## src/rtl/ugc_key_mem.sv

```systemverilog
`timescale 1ns / 1ps

module ugc_key_mem #(
   parameter int DEPTH = 64,
   parameter int AW    = 6
) (
   input  logic          clock,
   input  logic          en,
   input  logic          we,
   input  logic [AW-1:0] addr,
   input  logic [63:0]   wdata,
   output logic [63:0]   rdata
);
   logic [63:0] mem [DEPTH];

   always_ff @(posedge clock) begin
      if (en) begin
         if (we) begin
            mem[addr] <= wdata;
         end
         rdata <= mem[addr];
      end
   end
endmodule

```

## config.mk

```make
export PLATFORM = sky130hd
export DESIGN_NAME = ugc_key_mem
export DESIGN_NICKNAME = d
export VERILOG_FILES = /design/src/rtl/ugc_key_mem.sv
export SDC_FILE = /design/constraint.sdc
export NUM_CORES = 2
export LEC_CHECK = 0
export BUFFER_PORTS_ARGS = -buffer_cell sky130_fd_sc_hd__buf_4
export CAP_MARGIN = 25
export CORE_UTILIZATION = 50
export DETAILED_ROUTE_END_ITERATION = 10
export PLACE_DENSITY = 0.65
export SYNTH_ARGS = -nofsm -noshare
export SYNTH_HDL_FRONTEND = slang
export SYNTH_SLANG_ARGS = --single-unit
export TNS_END_PERCENT = 100
```

## constraint.sdc

```tcl
create_clock -name clock -period 8.5 [get_ports clock]
set_clock_uncertainty 0.05 [all_clocks]
set_input_delay 2.125 -clock clock [delete_from_list [all_inputs] [get_ports clock]]
set_output_delay 2.125 -clock clock [all_outputs]
set_load 0.01 [all_outputs]
```

==> flow_summary_export.csv <==
group,metric,value,unit
global_route,grt-ovfl-total,0,
drt,routedWlPerCell,37.52,um
drt,drc,0,
floorplan,dieArea,0.3154,mm^2
sta,max_freq,0.1885,GHz
layout,drive_gt1_share,16.33,%
global_route,antenna_found_initial,28,
worst_hold_path,hp-class,"reg2reg",
worst_setup_path,path_delay_family,"simple AND/OR/NAND/NOR gates",
pwr,p_per_area,240.2,mW/mm^2
worst_setup_path,cp_cell_sequence,"buf_4 > and2_0 > nand3_1 > nor2_4 > buf_4",
worst_setup_path,cp_max_fo,26,
clock_tree,clock-sinks,4160,
sta,max_slew.worst_pin.slew,1.213,ns
worst_setup_path,cp.arrival,5.87,ns
drt,drtIter0Drc,13822,
drt,num_vias,90835,
pwr,vdd_ir_drop_max,194.8,uV
floorplan,core-area,0.3116,mm^2
sta,holdWs,0.6006,ns
place,placed_area,0.1635,mm^2
pwr,p_clk_share,41.2,%
floorplan,start_util,50.24,%
logic_synthesis,muxShareOfSynthArea,5.146,%
floorplan,num_rows,205,
worst_setup_path,critPathSlowestCell,"nor2_4",
run_status,outcome,"finished clean",
clock_tree,clk_pin_slew,0.06,ns
global_route,grt_use_total,30.68,%
floorplan,die_w,561.6,um
sta,finalHoldViolations,0,
layout,finalCoreUtilization,56.63,%
sta,rsz0062_at_grt,"no",
clock_tree,cts_buffer_depth,4,
worst_setup_path,worstPathRequired,9.07,ns
drt,ant_nets,0,
worst_setup_path,slowest_delay,1.04,ns
pwr,p_comb_share,5.0,%
floorplan,top_level_ports,137,
clock_tree,cts_resized,0,
floorplan,die_h,561.6,um
sta,period_needed,5.306,ns
clock_tree,postCtsSetupBuffers,0,
sta,fin_tns_setup,0,ns
sta,finalSetupViolCount,0,
clock_tree,root_buffer,"clkbuf_16",
drt,viasPerCell,6.938,
clock_tree,numCtsBuffers,407,
flow_run,drv_cap,0,
layout,area_growth,12.72,%
logic_synthesis,async_reset_ff_share,0,%
worst_setup_path,timing.critical_path.buf_inv,2,
logic_synthesis,synth-xor-area-share,0,%
pwr,leakage,0.05428,uW
logic_synthesis,syn_nets,8475,
place,place_congestion,0.8585,
drt,first_pass_iters,8,
global_route,grt_max_degree,143,
clock_tree,htree_levels,5,
logic_synthesis,synth_top_family_by_area,"compound AO/OA/AOI/OAI gates",
layout,postLayoutCellArea,0.1765,mm^2
sta,finalCritPeriodShare,62.43,%
clock_tree,clk_latency,1.00,ns
worst_setup_path,crit_top_cell,"buf_4",
logic_synthesis,syn_avg_cell_area,18.63,um^2
logic_synthesis,synth-edff-count,4160,
logic_synthesis,yosysWarnings,0,
place,port-buffer-count,136,
logic_synthesis,synth-seq-cells,4160,
clock_tree,ctsHoldBuffers,0,
logic_synthesis,synthFlopType,"edfxtp_1",
layout,nNetsFinal,8665,
worst_setup_path,endpoint_kind,"flip-flop",
pwr,switching_share,22.23,%
logic_synthesis,synth_compound_area_share,10.88,%
sta,relSlewSlack,19.10,%
logic_synthesis,synthCells,8402,
logic_synthesis,syn-cell-area,0.1566,mm^2
worst_setup_path,worstSetupPathType,"in2reg",
pwr,switchingPower,9423,uW
logic_synthesis,synth-adder-area-share,0,%
global_route,grt_pass1_wl,681600,um
clock_tree,cts_tree,"done",
logic_synthesis,synth_cell_type_count,57,
pwr,seqPwrFrac,53.7,%
worst_setup_path,startpoint_type,"input pin",
pwr,internal_power,32960,uW
drt,wl,491200,um
logic_synthesis,synthSimpleGateAreaFrac,2.285,%
pwr,power.total,42380,uW
sta,slew_viol_final,0,
global_route,grt_pass1_vias,87763,
place,hpwl,259500,um
logic_synthesis,seq_area_frac_synth,79.79,%
## cells by family (layout without fill, tap and decap cells)
group,after synthesis,in the layout
other cells,0,21
flops,4160,4160
buf+inv,650,1180
mux,601,601
compound gates,2268,2268
simple gates,723,723
## worst paths after layout
check                         from  slack, ns               endpoint  cells after the start
min reg2reg  mem[29][31]$_DFFE_PP_       0.60    rdata[31]$_DFFE_PP_                      2
max                             en       3.19  mem[43][53]$_DFFE_PP_                      5
min          mem[29][31]$_DFFE_PP_       0.60    rdata[31]$_DFFE_PP_                      2
max reg2reg  mem[11][62]$_DFFE_PP_       6.13    rdata[62]$_DFFE_PP_                      5
## cell usage in the layout, fill, tap and decap left out, types with 28 or more instances in the layout
| cell type | Yosys | routed |
|---|---|---|
| clkinv_2 | 0 | 90 |
| nand2_1 | 229 | 224 |
| clkbuf_16 | 0 | 407 |
| o211ai_1 | 59 | 59 |
| nor2_1 | 203 | 136 |
| clkbuf_1 | 302 | 77 |
| a21oi_1 | 160 | 160 |
| nor2_4 | 0 | 70 |
| nand4b_1 | 28 | 28 |
| a22oi_1 | 566 | 566 |
| nor4_1 | 28 | 28 |
| clkinv_1 | 0 | 102 |
| o22ai_1 | 333 | 333 |
| a311oi_1 | 28 | 28 |
| mux2_2 | 211 | 211 |
| o21ai_0 | 172 | 172 |
| a31oi_1 | 33 | 33 |
| a221o_1 | 55 | 55 |
| nor3_1 | 94 | 91 |
| mux2i_1 | 248 | 248 |
| buf_12 | 0 | 66 |
| nand3b_1 | 28 | 28 |
| o2bb2ai_1 | 60 | 60 |
| edfxtp_1 | 4160 | 4160 |
| buf_4 | 32 | 351 |
| a221oi_1 | 697 | 697 |
| a22o_1 | 39 | 39 |
| mux4_2 | 142 | 142 |
## state kept, by name, summed over array words and instances, names as in the netlist
signal	count
rdata	64
mem	4096
## metrics by stage
step	worst slack (ns)	instances
CTS	3.305	13068
floorplan	1.779	8402
global placement	2.364	12309
finish	3.194	13093
detailed placement	2.299	12319
global route	3.301	13079
## cell type report
type | count | area [um^2]
flip-flops and latches | 4160 | 124900
diodes | 21 | 52.55
well taps | 4140 | 5180
repair buffers | 427 | 4182
fillers | 23035 | 135200
inverters | 4 | 35.03
clock inverters | 265 | 2346
multi-input cells | 3592 | 29290
clock buffers | 484 | 10470
## synthesized netlist by cell type (4+ instances only)
| master | n | area share (%) |
|---|---|---|
| buf_1 | 75 | 0.18 |
| nand4_1 | 5 | 0.020 |
| or3_1 | 6 | 0.024 |
| buf_4 | 32 | 0.15 |
| o221ai_1 | 9 | 0.050 |
| mux4_2 | 142 | 2.0 |
| a311oi_1 | 28 | 0.16 |
| o22a_1 | 8 | 0.045 |
| a32oi_1 | 4 | 0.022 |
| buf_2 | 217 | 0.69 |
| mux2_2 | 211 | 1.5 |
| o22ai_1 | 333 | 1.3 |
| nor4_1 | 28 | 0.11 |
| nor3_1 | 94 | 0.30 |
| a211oi_1 | 4 | 0.019 |
| a221o_1 | 55 | 0.35 |
| o21ai_0 | 172 | 0.55 |
| a2111oi_0 | 27 | 0.15 |
| o211ai_1 | 59 | 0.28 |
| nor3b_1 | 27 | 0.13 |
| a21oi_1 | 160 | 0.51 |
| clkbuf_1 | 302 | 0.72 |
| nor2_1 | 203 | 0.49 |
| buf_6 | 20 | 0.14 |
| a221oi_1 | 697 | 3.9 |
| edfxtp_1 | 4160 | 80 |
| mux2i_1 | 248 | 1.6 |
| a31oi_1 | 33 | 0.13 |
| nand3_1 | 16 | 0.051 |
| a221oi_2 | 6 | 0.058 |
| nor2b_1 | 6 | 0.024 |
| o2bb2ai_1 | 60 | 0.34 |
| nand2_1 | 229 | 0.55 |
| nor4bb_1 | 27 | 0.17 |
| a22oi_1 | 566 | 2.7 |
| and3_1 | 4 | 0.016 |
| nand3b_1 | 28 | 0.13 |
| nand4b_1 | 28 | 0.16 |
| a22o_1 | 39 | 0.22 |
## routing by layer
metal	GRT usage, %	wire, um	vias to the layer above	share of wire, %
li1	-	-	36024	-
met4	13.62	24370	10	5.0
met1	41.79	179700	47061	37
met5	0	115	-	0.023
met2	47.28	224900	6636	46
met3	7.352	62100	1104	13
## tightest hold or removal path: stages (launching register included)
cell	delay, ns
edfxtp_1	0.32
a221oi_1	0.07
o211ai_1	0.15
## power groups by stage
stage / Clock [uW] / Combinational [uW] / Sequential, uW
2_1_floorplan: 0 / 1040 / 23200
3_3_place_gp: 0 / 2040 / 23200
3_5_place_dp: 0 / 2090 / 23200
4_1_cts: 17600 / 2090 / 22800
5_1_grt: 18300 / 2210 / 22800
6_report: 17500 / 2130 / 22800
No activity file was read; power rests on OpenSTA's default activity.
